<file path="src/hdl/sldf_pkg.sv">
package sldf_pkg;

    localparam int unsigned WORD_W = 16;
    localparam int unsigned CNT_W  = 13;
    localparam int unsigned EV_W   = 4;
    localparam int unsigned FUNC_W = 2;

    localparam logic [WORD_W-1:0] W_IDLE   = 16'hFFFF;
    localparam logic [WORD_W-1:0] W_START  = 16'hFFFA;
    localparam logic [WORD_W-1:0] W_END    = 16'hFFF5;
    localparam logic [WORD_W-1:0] W_ESC    = 16'h7FFF;
    localparam logic [WORD_W-1:0] W_XOR    = 16'h4000;
    localparam logic [WORD_W-1:0] CMD_NONE = 16'hFFFF;
    localparam logic [WORD_W-1:0] CMD_LO   = 16'h8000;
    localparam logic [WORD_W-1:0] CMD_HI   = 16'h8005;

    localparam logic [CNT_W-1:0] CNT_MAX       = '1;
    localparam logic [CNT_W-1:0] MAX_WORDS_RST = 13'd1024;

    localparam logic [FUNC_W-1:0] FUNC_LINK  = 2'd0;
    localparam logic [FUNC_W-1:0] FUNC_ISSUE = 2'd1;
    localparam logic [FUNC_W-1:0] FUNC_CLEAR = 2'd2;

    localparam logic [EV_W-1:0] EV_ABSORB  = 4'd0;
    localparam logic [EV_W-1:0] EV_START   = 4'd1;
    localparam logic [EV_W-1:0] EV_DATA    = 4'd2;
    localparam logic [EV_W-1:0] EV_END     = 4'd3;
    localparam logic [EV_W-1:0] EV_DROP    = 4'd4;
    localparam logic [EV_W-1:0] EV_ACK     = 4'd5;
    localparam logic [EV_W-1:0] EV_ACCEPT  = 4'd6;
    localparam logic [EV_W-1:0] EV_BUSY    = 4'd7;
    localparam logic [EV_W-1:0] EV_INVALID = 4'd8;

    localparam int unsigned PADDR_W = 3;
    localparam int unsigned PDATA_W = 32;
    localparam logic        REG_MAX_WORDS = 1'b0;

    typedef struct packed {
        logic [FUNC_W-1:0] func;
        logic [WORD_W-1:0] rx_word;
        logic [WORD_W-1:0] cmd_code;
    } item_t;

    typedef struct packed {
        logic [EV_W-1:0]   event_res;
        logic [WORD_W-1:0] data_word;
        logic [CNT_W-1:0]  packet_length;
        logic              command_pending;
    } result_t;

endpackage

</file>
<file path="src/hdl/sldf_regs.sv">
module sldf_regs
    import sldf_pkg::*;
(
    input  logic               clk,
    input  logic               rst_n,
    input  logic               psel,
    input  logic               penable,
    input  logic               pwrite,
    input  logic [PADDR_W-1:0] paddr,
    input  logic [PDATA_W-1:0] pwdata,
    output logic [PDATA_W-1:0] prdata,
    output logic               pready,
    output logic [CNT_W-1:0]   max_words
);

    logic [CNT_W-1:0] max_words_reg;
    logic             wr_max;

    assign pready = 1'b1;
    assign wr_max = psel && penable && pwrite && (paddr[2] == REG_MAX_WORDS);

    always_ff @(posedge clk or negedge rst_n)
    begin
        if (!rst_n)
        begin
            max_words_reg <= MAX_WORDS_RST;
        end
        else if (wr_max)
        begin
            max_words_reg <= pwdata[CNT_W-1:0];
        end
    end

    always_comb
    begin
        prdata = '0;
        if (paddr[2] == REG_MAX_WORDS)
        begin
            prdata = {{(PDATA_W-CNT_W){1'b0}}, max_words_reg};
        end
    end

    assign max_words = max_words_reg;

endmodule

</file>
<file path="src/hdl/sldf_engine.sv">
module sldf_engine
    import sldf_pkg::*;
(
    input  logic             clk,
    input  logic             rst_n,
    input  logic             advance,
    input  item_t            item,
    input  logic [CNT_W-1:0] max_words,
    output result_t          result
);

    typedef enum logic [1:0] {
        MODE_ACK_WORD,
        MODE_ACK_DATA,
        MODE_PACKET,
        MODE_ESCAPED
    } mode_t;

    mode_t             mode_reg,      mode_next;
    logic [CNT_W-1:0]  count_reg,     count_next;
    logic [WORD_W-1:0] ack_word_reg,  ack_word_next;
    logic [WORD_W-1:0] pending_reg,   pending_next;

    logic              keep_ok;
    logic [WORD_W-1:0] kept_word;

    assign keep_ok   = (count_reg <= max_words) && (count_reg != CNT_MAX);
    assign kept_word = (mode_reg == MODE_ESCAPED) ? (item.rx_word ^ W_XOR) : item.rx_word;

    always_comb
    begin
        mode_next              = mode_reg;
        count_next             = count_reg;
        ack_word_next          = ack_word_reg;
        pending_next           = pending_reg;
        result.event_res       = EV_ABSORB;
        result.data_word       = '0;
        result.packet_length   = '0;

        case (item.func)
            FUNC_LINK:
            begin
                if (item.rx_word == W_IDLE)
                begin
                    result.event_res = EV_ABSORB;
                end
                else if (item.rx_word == W_START)
                begin
                    mode_next        = MODE_PACKET;
                    count_next       = '0;
                    result.event_res = EV_START;
                end
                else
                begin
                    unique case (mode_reg)
                        MODE_ACK_WORD:
                        begin
                            ack_word_next = item.rx_word;
                            mode_next     = MODE_ACK_DATA;
                        end
                        MODE_ACK_DATA:
                        begin
                            mode_next = MODE_ACK_WORD;
                            if (ack_word_reg == (pending_reg | W_XOR))
                            begin
                                pending_next     = CMD_NONE;
                                result.event_res = EV_ACK;
                            end
                        end
                        MODE_PACKET, MODE_ESCAPED:
                        begin
                            if (mode_reg == MODE_PACKET && item.rx_word == W_END)
                            begin
                                mode_next            = MODE_ACK_WORD;
                                result.packet_length = count_reg;
                                result.event_res     = EV_END;
                            end
                            else if (mode_reg == MODE_PACKET && item.rx_word == W_ESC)
                            begin
                                mode_next = MODE_ESCAPED;
                            end
                            else
                            begin
                                mode_next = MODE_PACKET;
                                if (keep_ok)
                                begin
                                    result.data_word = kept_word;
                                    count_next       = count_reg + 1'b1;
                                    result.event_res = EV_DATA;
                                end
                                else
                                begin
                                    result.event_res = EV_DROP;
                                end
                            end
                        end
                        default:
                        begin
                            mode_next = mode_reg;
                        end
                    endcase
                end
            end
            FUNC_ISSUE:
            begin
                if (pending_reg != CMD_NONE)
                begin
                    result.event_res = EV_BUSY;
                end
                else if (item.cmd_code == CMD_NONE)
                begin
                    result.event_res = EV_ACCEPT;
                end
                else if (item.cmd_code >= CMD_LO && item.cmd_code <= CMD_HI)
                begin
                    pending_next     = item.cmd_code;
                    result.event_res = EV_ACCEPT;
                end
                else
                begin
                    result.event_res = EV_INVALID;
                end
            end
            FUNC_CLEAR:
            begin
                pending_next = CMD_NONE;
            end
            default:
            begin
                result.event_res = EV_ABSORB;
            end
        endcase

        result.command_pending = (pending_next != CMD_NONE);
    end

    // state moves only when the transaction passes into the result register
    always_ff @(posedge clk or negedge rst_n)
    begin
        if (!rst_n)
        begin
            mode_reg     <= MODE_ACK_WORD;
            count_reg    <= '0;
            ack_word_reg <= '0;
            pending_reg  <= CMD_NONE;
        end
        else if (advance)
        begin
            mode_reg     <= mode_next;
            count_reg    <= count_next;
            ack_word_reg <= ack_word_next;
            pending_reg  <= pending_next;
        end
    end

endmodule

</file>
<file path="src/hdl/spi_link_rx_deframer_core.sv">
// Path: an accepted transaction passes through the input register, then the result
// register (a stalled output holds it in the input register); the result stays until taken.
// Throughput: one transaction per cycle while the output is not stalled; the mode updates combinationally.
// Reset: rst_n clears both valid flags, the receive mode, count, ack word and
// pending command, and loads the packet limit with 1024.
module spi_link_rx_deframer_core
    import sldf_pkg::*;
(
    input  logic               clk,
    input  logic               rst_n,
    input  logic               psel,
    input  logic               penable,
    input  logic               pwrite,
    input  logic [PADDR_W-1:0] paddr,
    input  logic [PDATA_W-1:0] pwdata,
    output logic [PDATA_W-1:0] prdata,
    output logic               pready,
    input  logic               in_valid,
    output logic               in_ready,
    input  logic [FUNC_W-1:0]  func,
    input  logic [WORD_W-1:0]  rx_word,
    input  logic [WORD_W-1:0]  cmd_code,
    output logic               out_valid,
    input  logic               out_ready,
    output logic [EV_W-1:0]    event_res,
    output logic [WORD_W-1:0]  data_word,
    output logic [CNT_W-1:0]   packet_length,
    output logic               command_pending
);

    logic             in_valid_reg;
    item_t            item_reg;
    logic             out_valid_reg;
    result_t          result_reg;
    result_t          result_next;
    logic             advance;
    logic [CNT_W-1:0] max_words;

    assign advance  = in_valid_reg && (!out_valid_reg || out_ready);
    assign in_ready = !in_valid_reg || advance;

    sldf_regs u_regs (
        .clk       (clk),
        .rst_n     (rst_n),
        .psel      (psel),
        .penable   (penable),
        .pwrite    (pwrite),
        .paddr     (paddr),
        .pwdata    (pwdata),
        .prdata    (prdata),
        .pready    (pready),
        .max_words (max_words)
    );

    sldf_engine u_engine (
        .clk       (clk),
        .rst_n     (rst_n),
        .advance   (advance),
        .item      (item_reg),
        .max_words (max_words),
        .result    (result_next)
    );

    always_ff @(posedge clk or negedge rst_n)
    begin
        if (!rst_n)
        begin
            in_valid_reg  <= 1'b0;
            out_valid_reg <= 1'b0;
        end
        else
        begin
            if (in_ready)
            begin
                in_valid_reg <= in_valid;
            end
            if (advance)
            begin
                out_valid_reg <= 1'b1;
            end
            else if (out_ready)
            begin
                out_valid_reg <= 1'b0;
            end
        end
    end

    always_ff @(posedge clk)
    begin
        if (in_valid && in_ready)
        begin
            item_reg.func     <= func;
            item_reg.rx_word  <= rx_word;
            item_reg.cmd_code <= cmd_code;
        end
        if (advance)
        begin
            result_reg <= result_next;
        end
    end

    assign out_valid       = out_valid_reg;
    assign event_res       = result_reg.event_res;
    assign data_word       = result_reg.data_word;
    assign packet_length   = result_reg.packet_length;
    assign command_pending = result_reg.command_pending;

endmodule

</file>
<file path="config.mk">
export PLATFORM = sky130hd
export DESIGN_NAME = spi_link_rx_deframer_core
export DESIGN_NICKNAME = d
export VERILOG_FILES = /design/src/hdl/sldf_pkg.sv /design/src/hdl/sldf_regs.sv /design/src/hdl/sldf_engine.sv /design/src/hdl/spi_link_rx_deframer_core.sv
export SDC_FILE = /design/constraint.sdc
export NUM_CORES = 1
export LEC_CHECK = 0
export BUFFER_PORTS_ARGS = -buffer_cell sky130_fd_sc_hd__buf_2
export CAP_MARGIN = 0
export CORE_MARGIN = 3
export CORE_UTILIZATION = 54
export DETAILED_ROUTE_END_ITERATION = 12
export PLACE_DENSITY = 0.87
export SYNTH_ARGS = -nofsm -noshare
export SYNTH_HDL_FRONTEND = slang
export SYNTH_SLANG_ARGS = --single-unit
</file>
<file path="constraint.sdc">
create_clock -name clk -period 2.7 [get_ports clk]
set_clock_uncertainty 0.15 [all_clocks]
set_input_delay 0.27 -clock clk [delete_from_list [all_inputs] [get_ports clk]]
set_output_delay 0.27 -clock clk [all_outputs]
set_load 0.03 [all_outputs]
</file>
; ---- Yosys cells after proc, flatten, opt, wreduce, memory -nomap -nowiden
; Cells that the tools add are included.
[totals]
n_memories = 0
reg_bits = 130
out_inout_bits = 69
latchBits = 0
mem_bits_ro = 0
ramBits = 0
input_bits = 76
[classes]
div = 0
n_eq_ne = 16
reduce_logical = 24
order_cmp = 3
n_shift = 0
add_sub_neg = 1
multipliers = 0
n_bitwise = 8
n_mux = 33
[ops]
columns = cell, count
row1 = two-way mux 16 bit, 8
row2 = two-way mux 13 bit, 6
row3 = "equality test 16 bit, second input constant", 4
row4 = one-hot mux 16 bit (3 select lines), 1
row5 = "!= test 16 bit, second input constant", 2
row6 = two-way mux 4 bit, 6
row7 = two-way mux 19 bit, 1
row8 = "equality test 16 x 15 -> 1 bit, second input constant", 1
row9 = equality test 16 bit, 1
row10 = ">= comparator 16 bit, second input constant", 1
row11 = "<= comparator 16 bit, second input constant", 1
row12 = one-hot mux 4 bit (2 select lines), 2
row13 = two-way mux 15 bit, 1
row14 = "adder 13 x 1 -> 13 bit, second input constant", 1
row15 = <= comparator 13 bit, 1
row16 = "!= test 13 bit, second input constant", 1
row17 = logical AND 1 bit, 9
row18 = NOT 1 bit, 8
row19 = AND reduction 7 bit, 1
row20 = OR reduction 7 bit, 1
row21 = "equality test 2 bit, second input constant", 3
row22 = two-way mux 3 bit, 2
row23 = one-hot mux 2 bit (3 select lines), 1
row24 = nonzero test 2 bit, 3
row25 = other kinds (11), 19

; ---- Logic depth before layout (Yosys ltp)
; Gate-level depths: netlist of run 1.
[depth]
word_depth = 9
mapped_depth = 9
ltp_nobuf = 8

; ---- By module
; A second synthesis of run 1 with hierarchy kept.
[unflattened]
cells_unflattened = 473
hier_area_um2 = 6107.1
[by_module_without_submodules]
columns = mod, area_per_inst_um2, seq_area_each_um2, cells_per_inst, n_inst
row1 = sldf_engine, 3169.3, 1196.1, 333, 1
row2 = spi_link_rx_deframer_core, 2145.8, 2092.0, 76, 1
row3 = sldf_regs, 792.0, 326.6, 64, 1

; ---- Worst setup path before layout of run 1
; OpenSTA, ideal clock, no wires.
[synth_timing]
path_kind = register to register
startpoint = reg u_regs.max_words_reg[10], in the netlist u_regs.max_words[10]
endpoint = reg result_reg (netlist bit data_word[10]) (data pin)
t_required_ps = 2418
path_slack_ps = 239
arrival_time_ps = 2179
path_stages_with_launch = 10
cell_sequence = dfstp_2 > inv_1 > ha_1 > a211o_1 > a21oi_1 > a211oi_1 > nand3b_4 > nor3_2 > buf_2 > and3_1
[synth_via]
elab_chain_cells = 4
[synth_lines]
columns = item, line_no
row1 = "start, declared", sldf_regs.sv:16  ; logic [CNT_W-1:0] max_words_reg;
row2 = "start signal, assigned", sldf_regs.sv:30  ; max_words_reg <= pwdata[CNT_W-1:0];
row3 = <= comparator 13 bit, sldf_engine.sv:27  ; assign keep_ok = (count_reg <= max_words) && (count_reg != CNT_MAX);
row4 = logical AND 1 bit, sldf_engine.sv:27
row5 = NOT 1 bit (no source line), n/a
row6 = OR reduction 7 bit (no source line), n/a
row7 = "end signal, assigned", spi_link_rx_deframer_core.sv:98  ; result_reg <= result_next;
row8 = "end, declared", spi_link_rx_deframer_core.sv:34  ; result_t result_reg;
; No other way between the ends.
; A chain may end at the register's enable or synchronous reset.

; ---- Final worst setup path of run 1
[layout_timing]
startpoint = reg u_engine.count_reg[2]
endpoint = reg u_engine.count_reg[2]
[layout_via]
elab_chain_cells = 6
[layout_lines]
columns = item, line_no
row1 = "start, declared", sldf_engine.sv:20  ; logic [CNT_W-1:0] count_reg, count_next;
row2 = "start signal, assigned", sldf_engine.sv:150  ; count_reg <= count_next;
row3 = adder 13 x 1 -> 13 bit, sldf_engine.sv:88  ; count_next = count_reg + 1'b1;
row4 = two-way mux 13 bit, sldf_engine.sv:85  ; if (keep_ok)
row5 = two-way mux 13 bit, sldf_engine.sv:78  ; else if (mode_reg == MODE_PACKET && item.rx_word == W_ESC)
row6 = two-way mux 13 bit, sldf_engine.sv:72  ; if (mode_reg == MODE_PACKET && item.rx_word == W_END)
row7 = two-way mux 13 bit, sldf_engine.sv:55  ; unique case (mode_reg)
row8 = two-way mux 13 bit, sldf_engine.sv:47  ; else if (item.rx_word == W_START)
; Parallel ways exist; a longest one is shown, timed or not. The select of a mux whose other input is x is not followed.

==> results of run 1 <==
[worst max-delay path, cell delays in order, from the launching register on]
cell      delay (ns)
dfrtp_1         0.43
ha_1            0.33
nand3_1         0.14
o211ai_1        0.54
nand3b_4        0.24
or4_4           0.53
a21oi_1         0.18
[what timing repair did]
| action | CTS | global route |
|---|---|---|
| setup endpoints to repair | 2 | 47 |
| buffers inserted | 3 | 1 |
| gates resized for setup | 0 | 13 |
| gates cloned | 0 | 1 |
| hold buffers | 49 | 0 |
| pin swaps | 0 | 5 |
| endpoints found under the hold margin | 93 | 0 |
[area by class of cell]
class	instances	area, um2
timing repair buffer	169	1146
fill	706	2997
clock inverter	14	152.6
inverter	21	78.83
multi-input combinational	322	2332
tap	140	175.2
sequential	130	3615
clock buffer	18	439.2
[final timing paths]
| check | from | to | slack (ns) | cells after the start |
|---|---|---|---|---|
| worst max-delay path | u_engine.count_reg[2] | u_engine.count_reg[2] | 0.07 | 6 |
| worst min-delay path | out_ready | in_valid_reg | 0.05 | 3 |
| worst max register to register | u_engine.count_reg[2] | u_engine.count_reg[2] | 0.07 | 6 |
| worst min register to register | u_engine.pending_reg[1] | u_engine.pending_reg[1] | 0.34 | 2 |
| max in group asynchronous | rst_n | u_regs.max_words[10] | 1.54 | 3 |
| min in group asynchronous | rst_n | u_engine.ack_word_reg[8] | 0.12 | 2 |
[per-layer routing]
layer  track usage  vias up
met5             0        -
met4        0.1154        0
met3       0.06631       48
met2        0.4013      268
met1        0.3086     2227
li1              -     2112
[power groups by stage]
stage / logic (mW) / registers (mW) / clock network (mW)
after floorplan: 0.548 / 2.58 / 0
after global placement: 0.768 / 2.55 / 0
after detailed placement: 0.804 / 2.57 / 0
after CTS: 0.873 / 2.53 / 2.28
after global routing: 0.982 / 2.57 / 2.39
final: 0.905 / 2.55 / 2.28
[cells in the final DEF (no fill, tap or decap), drive strengths merged, types with 13 or more instances in the layout]
master,n
ha,14
nor2,22
and2,18
edfxtp,68
dlygate4sd3,49
clkbuf,18
dfrtp,45
xnor2,15
buf,120
mux2,29
a21o,14
nor4,13
a21oi,18
conb,20
and3,15
nand3,13
nand4,21
inv,25
dfstp,17
nand2,29
[cell families after synthesis]
kind of cell / Yosys count / synth area share
adders and majority gates: 14 / 0.02872
xor gates and xnor gates: 15 / 0.02154
buffers and inverters: 52 / 0.04842
and+or+nand+nor: 176 / 0.1793
muxes: 33 / 0.06012
other: 2 / 0.001231
AOI/OAI and AO/OA: 63 / 0.06791
DFF: 130 / 0.5927
[per-stage QoR]
stage                     utilization  hold slack [ns]  setup slack, ns  TNS, ns  instances
after floorplan                     -          -0.1756           0.2392        0        503
after CTS                      0.7172         0.009221         0.009528        0        812
after global routing           0.7260          0.06452         -0.04218  -0.2009        814
after detailed placement       0.6161        -0.001860          0.01490        0        728
after global placement         0.6161        0.0004138           0.1013        0        728
final                          0.7260          0.05355          0.07191        0        814
==> metrics.md, run 1 <==
| Metric | Value |
|---|---|
| Die Y | 112.3 um |
| Skew-Pair Late Insertion Delay | ~0.42 ns |
| Pwr dens | 722.2 mW/mm2 |
| Final instance area | 0.007939 mm2 |
| Sw Share | 0.2765 |
| Int Power | 4.148 mW |
| Synth area leader | edfxtp_1 |
| Yosys top cell area share | 0.3348 |
| Max Slew Vio Count | 0 |
| Syn Inst Count | 485 |
| CP Capture Type | register |
| Die area | about 0.013 mm2 |
| 1st-pass router iterations | 7 |
| Final Hold Vio Count | 0 |
| Largest cells by area after synthesis | edfxtp_1 33%, dfrtp_1 18%, dfstp_2 7.3% |
| Finish-stage setup viols | 0 |
| Area of the core | 0.01094 mm2 |
| MaxCap Viol Count | 0 |
| Clock period minus worst slack | approximately 2.6 ns |
| Most used DFF post-synth | edfxtp_1 |
| Cell variety after synth | 59 |
| DRC violation count after routing | 0 |
| Number of synthesized flops with an enable pin | 68 |
| Outcome | finished, final reports clean |
| FP Rows | 38 |
| GPL Wtd Cong | 0.8948 |
| Mapped cell area | 0.006098 mm2 |
| Slew HR | 0.5476 |
| Post-DP HPWL | 9365 um |
| TritonCTS clock tree | built |
| Vias | 4655 |
| Initial antenna violation count | 0 |
| Detailed Route Iter0 Violations | 341 |
| Overall power | 5.733 mW |
| Nets | about 750 |
| DRT Wirelength | 15250 um |
| Clock buffer depth | 2 |
| Worst EP arrival | ~2.8 ns |
| PortBufs | approximately 100 |
| Die X-Extent | 112.3 um |
| Measured slew at the worst slew-check pin | 0.6751 ns |
| Wl on met1 | 5925 um |
| Pleak | 3.425 nW |
| Initial Util | 0.5577 |
| Syn Area/Cell | 12.57 um2 |
| Most instantiated cells after synthesis | 68 x edfxtp_1, 45 x dfrtp_1, 27 x nand2_1, 22 x buf_4, 21 x nor2_1 |
| Placement-stage cell area | 0.006738 mm2 |
| Clk pwr share | 0.398 |
| Drt via density | 5.719 |
| Largest net degree at the start of global routing | 35 |
| Post-synthesis sequential area ratio | 0.5927 |
| CTS sink cnt | between 100 and 150 |
| H-tree depth | 4 |
| GRT Total Usage | 0.2464 |
| Area delta synth->final | 30.18% |
| Max FFs per register | 34 |
| Synth Warn # | 0 |
| Worst setup SP type | register |
| Layout cell share with drive strength beyond 1 | 0.3279 |
| Root Buffer | clkbuf_16 |
| Crit path kind | register to register |
| Routed length per placed instance | about 19 um |
| Crit-path max FO | 8 |
| HP Class | primary input to register |
| Diode count | 0 |
| Worst-path clk slew | 0.06 ns |
| Number of global-route vias before repair | 4829 |
| Routed Antenna Nets | 0 |
| Routed met3 length | roughly 1200 um |
| Sequential share of power | 0.444 |
| Fraction of registers with async set or reset after synthesis | 0.4769 |
| CTS buffer count | 17 |
| First-pass GRT wire length | 24270 um |
| Final Cycle Share | 0.9734 |
| Worst vdd ir | 448.5 uV |
| Logic pwr share | 0.158 |
| I/O pin cnt | 145 |
| Top sig layer | met4 |
| Max Freq | 0.3805 GHz |
| Switching power total | 1.585 mW |
| FF+latch count, synth | 130 |
| Top-count cell post-synth | edfxtp_1 |
| Remaining Overflow, GRT | 0 |
| Met2 Routed Length | between 7000 and 8000 um |
| WP data required | 2.88 ns |
Note: power is estimated with default switching activity, not from simulation.
==> inputs of run 2 (changes only) <==
- MAX_ROUTING_LAYER: not set -> met4
==> metrics.md, run 2 (synthesis gave the netlist of run 1 again) <==
| Metric | Value |
|---|---|
| Outcome | finished, final reports clean |
| CTS sink cnt | 130 |
| Worst vdd ir | ~450 uV |
| Hold path cells | 3 |
| FP Rows | 38 |
| R2R Setup Slk | 0.08 ns |
| Max FFs per register | 34 |
| Finish-stage setup viols | 0 |
| Final Hold Vio Count | 0 |
| Drt via density | 5.759 |
| Leading cell type in the layout, fill and taps excluded | buf_2 |
| Post-DP HPWL | 9365 um |
| Pleak | between 3 and 4 nW |
| First-pass GRT wire length | 24250 um |
| GRT Total Usage | 0.2536 |
| CTS buffer count | 17 |
| Layout cell share with drive strength beyond 1 | 0.3294 |
| Max Slew Vio Count | 0 |
| Initial antenna violation count | 0 |
| Diode count | 0 |
| Most frequent cells in the layout | 103 x buf_2, 68 x edfxtp_1, 49 x dlygate4sd3_1, 45 x dfrtp_1, 27 x nand2_1 |
| Detailed Route Iter0 Violations | 371 |
| Critical-path top delay cell | or4_4 |
| Fin cells | 814 |
| Final core utilization | 0.7264 |
| Measured slew at the worst slew-check pin | ~0.68 ns |
| Root Buffer | clkbuf_16 |
| CP Capture Type | register |
| Fill count | 707 |
| DRC violation count after routing | 0 |
| Worst Hold Endpoint | in_valid_reg |
| Die X-Extent | 112.3 um |
| Vias | 4688 |
| TritonCTS clock tree | built |
| Nets | 751 |
| R2R cell count | 6 |
| R2R Path End | u_engine.count_reg[10] |
| MaxCap Viol Count | 0 |
| Skew-Pair Late Insertion Delay | 0.42 ns |
| GPL Wtd Cong | 0.9099 |
| Worst setup SP type | register |
| Crit-path max FO | 8 |
| Routed length per placed instance | 18.75 um |
| PortBufs | 103 |
| Pwr dens | between 700 and 800 mW/mm2 |
| Routed Antenna Nets | 0 |
| Clock period minus worst slack | 2.623 ns |
| H-tree depth | 4 |
| Clock buffer depth | 2 |
| Crit-path cells | ha_1, nand3_1, o211ai_1, nand3b_4, or4_4, a21oi_1 |
| Largest stage delay, worst path | 0.55 ns |
| Post-placement cell count | about 730 |
| Largest net degree at the start of global routing | 35 |
| Crit path kind | register to register |
| Setup tns final | 0 ns |
| DRT Wirelength | around 15000 um |
| Worst EP arrival | 2.80 ns |
| Max Freq | 0.3813 GHz |
| Area delta synth->final | 30.26% |
| Placement-stage cell area | 0.006738 mm2 |
| WP data required | roughly 2.9 ns |
| Die Y | 112.3 um |
| Worst-path clk slew | about 0.06 ns |
| Reg2Reg Launch Point | u_engine.count_reg[2] |
| Die area | 0.01260 mm2 |
| Slew HR | 0.5473 |
| Hold_sp | out_ready |
| HP Class | primary input to register |
| Final instance area | 0.007944 mm2 |
| Area of the core | 0.01094 mm2 |
| 1st-pass router iterations | 5 |
| Final Cycle Share | 0.9714 |
| I/O pin cnt | 145 |
| Initial Util | 0.5577 |
| Remaining Overflow, GRT | 0 |
| Number of global-route vias before repair | 4843 |
run 2: cell count changes in the layout (fill, tap and decap cells not counted):
cell,change
o31ai_1,-1
o31ai_2,+1
run 2: critical path, delay by kind of cell (launching register included):
family / cells / cell delay [ns]
adder cells (fa/ha/maj): 1 / 0.33
AND/OR/NAND/NOR: 3 / 0.93
AO/OA/AOI/OAI: 2 / 0.70
flip-flops: 1 / 0.43
run 2: what timing repair did:
action,in CTS,in global routing
endpoints found under the setup margin,2,47
gates resized for setup,0,14
hold endpoints to repair,93,0
setup buffers,3,1
pin swaps,0,4
hold buffers,49,0
gates cloned,0,1
run 2: worst max path at each step:
| stage | end | slack (ns) | from |
|---|---|---|---|
| 2_1_floorplan | data_word[10] | 0.24 | u_regs.max_words[10] |
| 3_3_place_gp | u_engine.count_reg[11] | 0.10 | u_regs.max_words[10] |
| 3_5_place_dp | u_engine.count_reg[4] | 0.01 | u_regs.max_words[10] |
| 4_1_cts | u_engine.count_reg[11] | 0.01 | u_regs.max_words[10] |
| 5_1_grt | u_engine.count_reg[2] | -0.04 | u_regs.max_words[10] |
| 6_report | u_engine.count_reg[10] | 0.08 | u_engine.count_reg[2] |
run 2: cell type report:
cell class / count / area [um2] / share of cell area
Inverter: 21 / 78.83 / 0.009923
Tap cell: 140 / 175.2 / 0.02205
Clock buffer: 18 / 439.2 / 0.05528
Multi-Input combinational cell: 322 / 2337 / 0.2942
Timing Repair Buffer: 169 / 1146 / 0.1443
Clock inverter: 14 / 152.6 / 0.01922
Sequential cell: 130 / 3615 / 0.4550
run 2: per-layer routing:
metal	wire length [um]	track usage	up-vias	share of wire
li1	-	-	2111	-
met2	7633	0.4005	261	0.50
met1	5983	0.3101	2263	0.39
met5	0	-	-	0
met4	486	0.1170	0	0.032
met3	1161	0.06307	53	0.076
run 2: report_power, final:
group	switching [mW]	total (mW)	internal [mW]	leakage [nW]
Combinational	0.510	0.903	0.394	1.73
Sequential	0.185	2.54	2.36	1.40
Clock	0.890	2.29	1.40	0.297
Total	1.59	5.73	4.15	3.43
run 2: through the flow:
step | setup slack [ns] | hold slack, ns | power, mW
final | 0.07723 | 0.04991 | 5.733
after global routing | -0.04298 | 0.06305 | 5.937
after CTS | 0.009528 | 0.009221 | 5.690
after detailed placement | 0.01490 | -0.001860 | 3.369
after global placement | 0.1013 | 0.0004138 | 3.318
after floorplan | 0.2392 | -0.1756 | 3.132
